==> src/csvfs_pkg.sv <==
// ----------------------------------------------------------------------------
// csvfs_pkg
// Shared types and byte constants of the CSV field splitter.
// ----------------------------------------------------------------------------
package csvfs_pkg;

  localparam logic [7:0] QUOTE_BYTE   = 8'h22;
  localparam logic [7:0] SPACE_BYTE   = 8'h20;
  localparam logic [7:0] TAB_BYTE     = 8'h09;
  localparam logic [7:0] NEWLINE_BYTE = 8'h0A;
  localparam logic [7:0] SEP_RESET    = 8'd44;

  // Class of an incoming transaction, decided in the datapath.
  typedef enum logic [2:0] {
    KIND_NONE,
    KIND_RECORD,
    KIND_SEP,
    KIND_BLANK,
    KIND_DATA
  } kind_t;

  typedef enum logic [1:0] {
    ST_IDLE,
    ST_REP_RD,
    ST_REP_EMIT,
    ST_BYTE_EMIT
  } state_t;

  typedef struct packed {
    logic accept;
    logic rep_emit;
    logic byte_emit;
  } ctrl_cmd_t;

  typedef struct packed {
    kind_t kind;
    logic  has_pending;
    logic  char_full;
    logic  slot_free;
    logic  rep_last;
  } dp_status_t;

endpackage

==> src/csvfs_ram.sv <==
// ----------------------------------------------------------------------------
// csvfs_ram
// Generic single-write, single-read RAM with registered read data.
// ----------------------------------------------------------------------------
module csvfs_ram #(
  parameter int WIDTH = 1,
  parameter int DEPTH = 32,
  localparam int AW = (DEPTH > 1) ? $clog2(DEPTH) : 1
) (
  input  logic             clk,
  input  logic             we,
  input  logic [AW-1:0]    waddr,
  input  logic [WIDTH-1:0] wdata,
  input  logic [AW-1:0]    raddr,
  output logic [WIDTH-1:0] rdata
);

  logic [WIDTH-1:0] mem [DEPTH];

  always_ff @(posedge clk) begin
    if (we) begin
      mem[waddr] <= wdata;
    end
    rdata <= mem[raddr];
  end

endmodule

==> src/csvfs_ctrl.sv <==
// ----------------------------------------------------------------------------
// csvfs_ctrl
// Sequencer: accepts bytes and steps through the replay of held blanks.
// ----------------------------------------------------------------------------
module csvfs_ctrl (
  input  logic                  clk,
  input  logic                  rst_n,
  input  logic                  in_valid,
  output logic                  in_ready,
  input  csvfs_pkg::dp_status_t sts,
  output csvfs_pkg::ctrl_cmd_t  cmd
);

  csvfs_pkg::state_t state_r, state_nxt;

  always_ff @(posedge clk) begin
    if (!rst_n) begin
      state_r <= csvfs_pkg::ST_IDLE;
    end else begin
      state_r <= state_nxt;
    end
  end

  always_comb begin
    logic go;
    go        = sts.char_full || sts.slot_free;
    state_nxt = state_r;
    in_ready  = 1'b0;
    cmd       = '0;
    case (state_r)
      csvfs_pkg::ST_IDLE: begin
        in_ready   = sts.slot_free;
        cmd.accept = in_valid && sts.slot_free;
        if (cmd.accept && sts.kind == csvfs_pkg::KIND_DATA && sts.has_pending) begin
          state_nxt = csvfs_pkg::ST_REP_RD;
        end
      end
      csvfs_pkg::ST_REP_RD: begin
        state_nxt = csvfs_pkg::ST_REP_EMIT;
      end
      csvfs_pkg::ST_REP_EMIT: begin
        cmd.rep_emit = go;
        if (go) begin
          state_nxt = sts.rep_last ? csvfs_pkg::ST_BYTE_EMIT : csvfs_pkg::ST_REP_RD;
        end
      end
      csvfs_pkg::ST_BYTE_EMIT: begin
        cmd.byte_emit = go;
        if (go) begin
          state_nxt = csvfs_pkg::ST_IDLE;
        end
      end
      default: begin
        state_nxt = csvfs_pkg::ST_IDLE;
      end
    endcase
  end

endmodule

==> src/csvfs_dp.sv <==
// ----------------------------------------------------------------------------
// csvfs_dp
// Line state, blank store and output register of the CSV field splitter.
// ----------------------------------------------------------------------------
module csvfs_dp #(
  parameter int CELL_CHARS  = 256,
  parameter int BLANK_DEPTH = 32,
  parameter int MAX_CELLS   = 64
) (
  input  logic                  clk,
  input  logic                  rst_n,
  input  logic                  cfg_wr_en,
  input  logic [7:0]            cfg_wr_data,
  input  logic [7:0]            in_byte,
  input  logic                  in_end_of_input,
  input  csvfs_pkg::ctrl_cmd_t  cmd,
  output csvfs_pkg::dp_status_t sts,
  output logic                  out_valid,
  input  logic                  out_ready,
  output logic [7:0]            out_byte,
  output logic                  out_is_data,
  output logic                  out_cell_end,
  output logic                  out_record_end,
  output logic [5:0]            out_cell_index,
  output logic [7:0]            out_char_index,
  output logic                  out_truncated,
  output logic                  out_last_of_run
);

  localparam int CHAR_LIMIT = ((CELL_CHARS - 1) > 255) ? 255 : (CELL_CHARS - 1);
  localparam int CELL_LIMIT = (MAX_CELLS > 64) ? 63 : (MAX_CELLS - 1);
  localparam int CW         = $clog2(BLANK_DEPTH + 1);
  localparam int AW         = (BLANK_DEPTH > 1) ? $clog2(BLANK_DEPTH) : 1;

  logic [7:0]    sep_r, sep_nxt;
  logic          quoted_r, quoted_nxt;
  logic          started_r, started_nxt;
  logic [CW-1:0] count_r, count_nxt;
  logic [CW-1:0] idx_r, idx_nxt;
  logic [5:0]    cell_r, cell_nxt;
  logic [7:0]    char_r, char_nxt;
  logic          ovf_r, ovf_nxt;
  logic          busy_r, busy_nxt;
  logic          ovalid_r, ovalid_nxt;
  logic [7:0]    hold_r, hold_nxt;

  logic          ram_we;
  logic [0:0]    ram_wdata;
  logic [0:0]    ram_rdata;

  logic          ld, ld_data, ld_cend, ld_rend, ld_last;
  logic [7:0]    ld_byte;
  logic          is_blank;
  logic          char_full;

  csvfs_ram #(
    .WIDTH(1),
    .DEPTH(BLANK_DEPTH)
  ) u_blank_ram (
    .clk  (clk),
    .we   (ram_we),
    .waddr(count_r[AW-1:0]),
    .wdata(ram_wdata),
    .raddr(idx_r[AW-1:0]),
    .rdata(ram_rdata)
  );

  assign is_blank  = (in_byte == csvfs_pkg::SPACE_BYTE) || (in_byte == csvfs_pkg::TAB_BYTE);
  assign char_full = (char_r == 8'(CHAR_LIMIT));
  assign ram_wdata = (in_byte == csvfs_pkg::TAB_BYTE);

  always_comb begin
    if (in_end_of_input) begin
      sts.kind = busy_r ? csvfs_pkg::KIND_RECORD : csvfs_pkg::KIND_NONE;
    end else if (in_byte == csvfs_pkg::NEWLINE_BYTE) begin
      sts.kind = csvfs_pkg::KIND_RECORD;
    end else if (in_byte != csvfs_pkg::QUOTE_BYTE && in_byte == sep_r && !quoted_r &&
                 !(is_blank && !started_r)) begin
      sts.kind = csvfs_pkg::KIND_SEP;
    end else if (is_blank) begin
      sts.kind = csvfs_pkg::KIND_BLANK;
    end else begin
      sts.kind = csvfs_pkg::KIND_DATA;
    end
    sts.has_pending = (count_r != '0);
    sts.char_full   = char_full;
    sts.slot_free   = !ovalid_r || out_ready;
    sts.rep_last    = (({1'b0, idx_r} + 1'b1) == {1'b0, count_r});
  end

  always_comb begin
    sep_nxt     = cfg_wr_en ? cfg_wr_data : sep_r;
    quoted_nxt  = quoted_r;
    started_nxt = started_r;
    count_nxt   = count_r;
    idx_nxt     = idx_r;
    cell_nxt    = cell_r;
    char_nxt    = char_r;
    ovf_nxt     = ovf_r;
    busy_nxt    = busy_r;
    hold_nxt    = hold_r;
    ram_we      = 1'b0;
    ld          = 1'b0;
    ld_byte     = '0;
    ld_data     = 1'b0;
    ld_cend     = 1'b0;
    ld_rend     = 1'b0;
    ld_last     = 1'b0;

    if (cmd.accept) begin
      idx_nxt  = '0;
      hold_nxt = in_byte;
      case (sts.kind)
        csvfs_pkg::KIND_RECORD: begin
          ld          = 1'b1;
          ld_cend     = 1'b1;
          ld_rend     = 1'b1;
          ld_last     = 1'b1;
          started_nxt = 1'b0;
          count_nxt   = '0;
          char_nxt    = '0;
          ovf_nxt     = 1'b0;
          quoted_nxt  = 1'b0;
          cell_nxt    = '0;
          busy_nxt    = 1'b0;
        end
        csvfs_pkg::KIND_SEP: begin
          ld          = 1'b1;
          ld_cend     = 1'b1;
          ld_last     = 1'b1;
          started_nxt = 1'b0;
          count_nxt   = '0;
          char_nxt    = '0;
          ovf_nxt     = 1'b0;
          busy_nxt    = 1'b1;
          if (cell_r < 6'(CELL_LIMIT)) begin
            cell_nxt = cell_r + 6'd1;
          end
        end
        csvfs_pkg::KIND_BLANK: begin
          busy_nxt = 1'b1;
          // Blanks before the first non-blank byte of a cell are dropped.
          if (started_r) begin
            if (count_r < CW'(BLANK_DEPTH)) begin
              ram_we    = 1'b1;
              count_nxt = count_r + 1'b1;
            end else begin
              ovf_nxt = 1'b1;
            end
          end
        end
        csvfs_pkg::KIND_DATA: begin
          busy_nxt    = 1'b1;
          started_nxt = 1'b1;
          if (in_byte == csvfs_pkg::QUOTE_BYTE) begin
            quoted_nxt = !quoted_r;
          end
          // With blanks pending, the byte waits in hold_r until they are replayed.
          if (count_r == '0) begin
            if (!char_full) begin
              ld       = 1'b1;
              ld_byte  = in_byte;
              ld_data  = 1'b1;
              ld_last  = 1'b1;
              char_nxt = char_r + 8'd1;
            end else begin
              ovf_nxt = 1'b1;
            end
          end
        end
        default: begin
        end
      endcase
    end

    if (cmd.rep_emit) begin
      idx_nxt = idx_r + 1'b1;
      if (!char_full) begin
        ld       = 1'b1;
        ld_byte  = ram_rdata[0] ? csvfs_pkg::TAB_BYTE : csvfs_pkg::SPACE_BYTE;
        ld_data  = 1'b1;
        // Nothing more of this run fits once the store fills with this blank.
        ld_last  = ((char_r + 8'd1) == 8'(CHAR_LIMIT));
        char_nxt = char_r + 8'd1;
      end else begin
        ovf_nxt = 1'b1;
      end
    end

    if (cmd.byte_emit) begin
      count_nxt = '0;
      if (!char_full) begin
        ld       = 1'b1;
        ld_byte  = hold_r;
        ld_data  = 1'b1;
        ld_last  = 1'b1;
        char_nxt = char_r + 8'd1;
      end else begin
        ovf_nxt = 1'b1;
      end
    end

    ovalid_nxt = ld ? 1'b1 : (out_ready ? 1'b0 : ovalid_r);
  end

  always_ff @(posedge clk) begin
    if (!rst_n) begin
      sep_r     <= csvfs_pkg::SEP_RESET;
      quoted_r  <= 1'b0;
      started_r <= 1'b0;
      count_r   <= '0;
      idx_r     <= '0;
      cell_r    <= '0;
      char_r    <= '0;
      ovf_r     <= 1'b0;
      busy_r    <= 1'b0;
      ovalid_r  <= 1'b0;
    end else begin
      sep_r     <= sep_nxt;
      quoted_r  <= quoted_nxt;
      started_r <= started_nxt;
      count_r   <= count_nxt;
      idx_r     <= idx_nxt;
      cell_r    <= cell_nxt;
      char_r    <= char_nxt;
      ovf_r     <= ovf_nxt;
      busy_r    <= busy_nxt;
      ovalid_r  <= ovalid_nxt;
    end
  end

  always_ff @(posedge clk) begin
    hold_r <= hold_nxt;
    if (ld) begin
      out_byte        <= ld_byte;
      out_is_data     <= ld_data;
      out_cell_end    <= ld_cend;
      out_record_end  <= ld_rend;
      out_cell_index  <= cell_r;
      out_char_index  <= char_r;
      out_truncated   <= ovf_r;
      out_last_of_run <= ld_last;
    end
  end

  assign out_valid = ovalid_r;

endmodule

==> src/csv_field_splitter.sv <==
// ----------------------------------------------------------------------------
// csv_field_splitter
// Splits a text line, one byte per transaction, into cells.
// ----------------------------------------------------------------------------
// Input channel (in_valid/in_ready) carries one byte or an end-of-input mark.
// Output channel (out_valid/out_ready) carries cell bytes and cell-end markers
// with cell and character indices; out_last_of_run flags the final result of
// one input transaction. The user must write the separator byte through
// cfg_wr_en and cfg_wr_data only while the block is idle; the block itself
// does not enforce this. The separator resets to a comma. Each result sits
// in one output register, so a result appears in the cycle after the
// transaction or replay step that produces it. A non-blank byte that
// follows held blanks waits in hold_r while each held blank is read from
// the blank store and emitted; then the byte is emitted and input resumes.
// A new transaction is taken only while the output register is empty or being
// drained in the same cycle, so a stalled receiver stalls the input after one
// result. Synchronous reset clears all line state, empties the output register
// and restores the separator; the blank store needs no clearing.
// ----------------------------------------------------------------------------
module csv_field_splitter #(
  parameter int CELL_CHARS  = 256,
  parameter int BLANK_DEPTH = 32,
  parameter int MAX_CELLS   = 64
) (
  input  logic       clk,
  input  logic       rst_n,
  input  logic       cfg_wr_en,
  input  logic [7:0] cfg_wr_data,
  input  logic       in_valid,
  output logic       in_ready,
  input  logic [7:0] in_byte,
  input  logic       in_end_of_input,
  output logic       out_valid,
  input  logic       out_ready,
  output logic [7:0] out_byte,
  output logic       out_is_data,
  output logic       out_cell_end,
  output logic       out_record_end,
  output logic [5:0] out_cell_index,
  output logic [7:0] out_char_index,
  output logic       out_truncated,
  output logic       out_last_of_run
);

  csvfs_pkg::ctrl_cmd_t  cmd;
  csvfs_pkg::dp_status_t sts;

  csvfs_ctrl u_ctrl (
    .clk     (clk),
    .rst_n   (rst_n),
    .in_valid(in_valid),
    .in_ready(in_ready),
    .sts     (sts),
    .cmd     (cmd)
  );

  csvfs_dp #(
    .CELL_CHARS (CELL_CHARS),
    .BLANK_DEPTH(BLANK_DEPTH),
    .MAX_CELLS  (MAX_CELLS)
  ) u_dp (
    .clk            (clk),
    .rst_n          (rst_n),
    .cfg_wr_en      (cfg_wr_en),
    .cfg_wr_data    (cfg_wr_data),
    .in_byte        (in_byte),
    .in_end_of_input(in_end_of_input),
    .cmd            (cmd),
    .sts            (sts),
    .out_valid      (out_valid),
    .out_ready      (out_ready),
    .out_byte       (out_byte),
    .out_is_data    (out_is_data),
    .out_cell_end   (out_cell_end),
    .out_record_end (out_record_end),
    .out_cell_index (out_cell_index),
    .out_char_index (out_char_index),
    .out_truncated  (out_truncated),
    .out_last_of_run(out_last_of_run)
  );

endmodule

==> config.mk <==
export PLATFORM = sky130hd
export DESIGN_NAME = csv_field_splitter
export DESIGN_NICKNAME = d
export VERILOG_FILES = /design/src/csvfs_pkg.sv /design/src/csvfs_ram.sv /design/src/csvfs_ctrl.sv /design/src/csvfs_dp.sv /design/src/csv_field_splitter.sv
export SDC_FILE = /design/constraint.sdc
export NUM_CORES = 1
export LEC_CHECK = 0
export ABC_AREA = 1
export BUFFER_PORTS_ARGS = -buffer_cell sky130_fd_sc_hd__clkbuf_2
export CORE_ASPECT_RATIO = 0.75
export CORE_MARGIN = 5
export CORE_UTILIZATION = 47
export DETAILED_ROUTE_END_ITERATION = 16
export PLACE_DENSITY = 0.67
export SETUP_SLACK_MARGIN = 0.1
export SLEW_MARGIN = 20
export SYNTH_ARGS = -nofsm -noshare
export SYNTH_HDL_FRONTEND = slang
export SYNTH_SLANG_ARGS = --single-unit
==> constraint.sdc <==
create_clock -name clk -period 3 [get_ports clk]
set_input_delay 0.45 -clock clk [delete_from_list [all_inputs] [get_ports clk]]
set_output_delay 0.45 -clock clk [all_outputs]
set_load 0.02 [all_outputs]
==> results.tsv <==
stage	metric	value	unit
global_route	grt-busiest-layer	met2	
timing	period_share	85.5	%
final_layout	drive_above_1_share	14.9	%
timing	fin_setup_tns	0	ns
global_route	grt_overflow	0	
synthesis	synth_nets	666	
min_path	holdPathStages	3	
setup_path	critPathMostFrequentCell	nand2_1	
setup_path	endpoint_kind	flop	
min_path	hold_path.class	in2reg	
synthesis	ys.flop_type	edfxtp_1	
pwr	swShare	24.1	%
global_route	groute.usage.overall	20.8	%
route	route.detailed.drc	0	
timing	whs	0.311	ns
pwr	switching_power	750	uW
clock_network	clock_sinks	109	
pwr	p_leak	2.48	nW
timing	worst_slack	0.435	ns
die	die_h	103	um
route	vias	4648	
final_layout	fin_nets	721	
status	outcome	completed	
clock_network	cts_max_path_buffers	2	
clock_network	cts_hold_buf	0	
clock_network	clk_latency	0.35	ns
global_route	grt_use_met3	4.78	%
synthesis	ys_ff_latch	109	
timing	setup_viol	0	
clock_network	root_buffer	clkbuf_16	
setup_path	required	3.24	ns
placed_design	post-dp-hpwl	10300	um
timing	drv_slew	0	
setup_path	max_stage_delay	0.48	ns
clock_network	cts_tree	done	
route	post_drt_wl_per_cell	16.5	um
setup_path	slowest_stage	dfxtp_1	
setup_path	crit_fanout	18	
pwr	p_per_area	503	nW/um2
die	ios	51	
die	die_w	134	um
synthesis	async_flop_share	0	%
timing	max_clock_freq	0.390	GHz
final_layout	mostFrequentLayoutCells	116 x nand2_1, 97 x nor2_1, 67 x edfxtp_1, 62 x nand3_1, 59 x inv_1	
final_layout	antenna_cells	0	
clock_network	cts_resized	0	
synthesis	synth_cell_types	39	
final_layout	syn_to_final_growth	13.8	%
setup_path	crit_chain	ha_1, and3_1, nand2_1, nand2_1, nand4_1, nand3_1, nand2_1, buf_4, o21ai_0, inv_1	
global_route	grt_max_degree	33	
global_route	globalRouteMet2Util	31.2	%
placed_design	io_buffer_count	50	
final_layout	regArea	2850	um2
setup_path	crit_path_start_kind	flop	
setup_path	arrival	2.80	ns
synthesis	syn_avg_cell_area	8.54	um2
clock_network	cts_inserted_buffers	9	
synthesis	synthCells	636	
pwr	p_total	3.11	mW
pwr	clkPwrFrac	38.4	%
pwr	combPwrFrac	8.2	%
pwr	seqPwrFrac	53.4	%
timing	fin_crit	2.57	ns
placed_design	pre_cts_ws	0.321	ns
timing	worstMarginPinSlew	0.700	ns
final_layout	final_common_cell	nand2_1	
final_layout	multi_input_area	2260	um2
synthesis	synth-seq-area-share	52.5	%
timing	rsz0062_at_grt	no	
synthesis	ys_warn_count	0	
timing	hold_viol_final	0	
clock_network	path_clk_slew	0.07	ns
die	start_util	47.5	%
clock_network	htreeDepth	3	
pwr	vdd_ir_drop_max	269	uV
timing	skew	0.00614	ns
final_layout	fillers	1038	
route	wirelength	13900	um
route	ant_nets	0	
die	core_area	11400	um2
global_route	antenna_found_initial	0	
global_route	grt_pass1_vias	4359	
die	dieArea	13800	um2
job	maxCapViolations	0	
route	vias_per_cell	5.53	
setup_path	path_class	reg2reg	
synthesis	synth_edf_count	67	
global_route	grt_pass1_wl	22600	um
die	fp-row-count	34	
route	first_pass_iters	5	
placed_design	routabilityCongestion	0.942	
timing	max_slew_margin	53.3	%
synthesis	netlist_area	5430	um2
route	drtIter0Drc	565	
global_route	grt_use_met1	31.0	%
setup_path	r2r_cells	10	
clock_network	post-cts-setup-buffers	0	
pwr	p_int	2.36	mW
metrics by stage:
stage / cell area [um2] / utilization (%) / cells
after floorplan: 5430 / - / 636
after global placement: 5880 / 51.4 / 824
after detailed placement: 5880 / 51.4 / 824
after CTS: 6180 / 54.0 / 840
after global routing: 6180 / 54.0 / 840
final: 6180 / 54.0 / 840
routing by layer:
metal / vias up / wire, um
li1: 2252 / -
met1: 2213 / 6680
met2: 166 / 5940
met3: 17 / 1100
met4: 0 / 158
met5: - / 0
sequential cells by signal, summed over array words and instances, names as in the netlist, 8 cells and up:
signal / count
u_dp.hold_r: 8
u_dp.char_r: 8
u_dp.out_char_index: 8
u_dp.u_blank_ram.mem: 32
u_dp.out_byte: 8
u_dp.sep_r: 8
power by group through the flow:
stage / sequential (mW) / combinational (mW) / clock (mW)
floorplan: 1.72 / 0.123 / 0
global placement: 1.69 / 0.249 / 0
detailed placement: 1.69 / 0.254 / 0
CTS: 1.66 / 0.256 / 1.21
global route: 1.67 / 0.282 / 1.28
finish: 1.66 / 0.256 / 1.19
path summary, 6_finish.rpt:
path | start | end | slack, ns
setup / recovery | u_dp.char_r[1] | u_dp.out_valid | 0.43
hold / removal | cfg_wr_data[2] | u_dp.sep_r[2] | 0.31
setup reg to reg | u_dp.char_r[1] | u_dp.out_valid | 0.43
hold reg to reg | u_dp.sep_r[3] | u_dp.sep_r[3] | 0.48
worst max-delay path: cells and delay by family, from the launching register on:
kind / cells / cell delay, ns
AO/OA/AOI/OAI: 1 / 0.20
adder cells (fa/ha/maj): 1 / 0.24
buffers and inverters: 2 / 0.29
flip-flops: 1 / 0.48
AND/OR/NAND/NOR: 6 / 1.23
area by class of cell:
| class | count | share of cell area (%) |
|---|---|---|
| repair buffers | 60 | 5.26 |
| flip-flops and latches | 109 | 46.2 |
| inverters | 71 | 4.31 |
| multi-input cells | 440 | 36.5 |
| clock inverters | 7 | 1.19 |
| well taps | 144 | 2.92 |
| clock buffers | 9 | 3.64 |
Yosys cell counts, types with 2 or more instances:
cell type | number | share of area [%]
nand3_1 | 62 | 5.7
xor2_1 | 15 | 2.4
dfxtp_1 | 42 | 15
a21oi_1 | 41 | 3.8
inv_2 | 9 | 0.62
nor3_1 | 8 | 0.74
nor2_1 | 98 | 6.8
inv_1 | 59 | 4.1
nor2_2 | 2 | 0.23
nand2_2 | 2 | 0.23
o21ai_0 | 37 | 3.4
nand3_4 | 4 | 1.3
o31ai_1 | 2 | 0.28
a31oi_1 | 2 | 0.23
clkinv_1 | 3 | 0.21
ha_1 | 8 | 1.8
xnor2_1 | 4 | 0.65
buf_2 | 2 | 0.18
nand2_1 | 116 | 8.0
o221ai_1 | 8 | 1.3
nand4_1 | 14 | 1.6
nand3_2 | 2 | 0.37
clkbuf_1 | 14 | 0.97
edfxtp_1 | 67 | 37
kinds of logic (layout without fill, tap and decap cells):
| kind of cell | Yosys count | count (layout) | synth area share (%) |
|---|---|---|---|
| simple gates | 314 | 314 | 26.1 |
| flops | 109 | 109 | 52.5 |
| compound gates | 99 | 99 | 10.4 |
| buf+inv | 87 | 147 | 6.06 |
| xor+xnor | 19 | 19 | 3.06 |
| fa+ha+maj | 8 | 8 | 1.84 |
No activity file was read; power rests on OpenSTA's default activity.
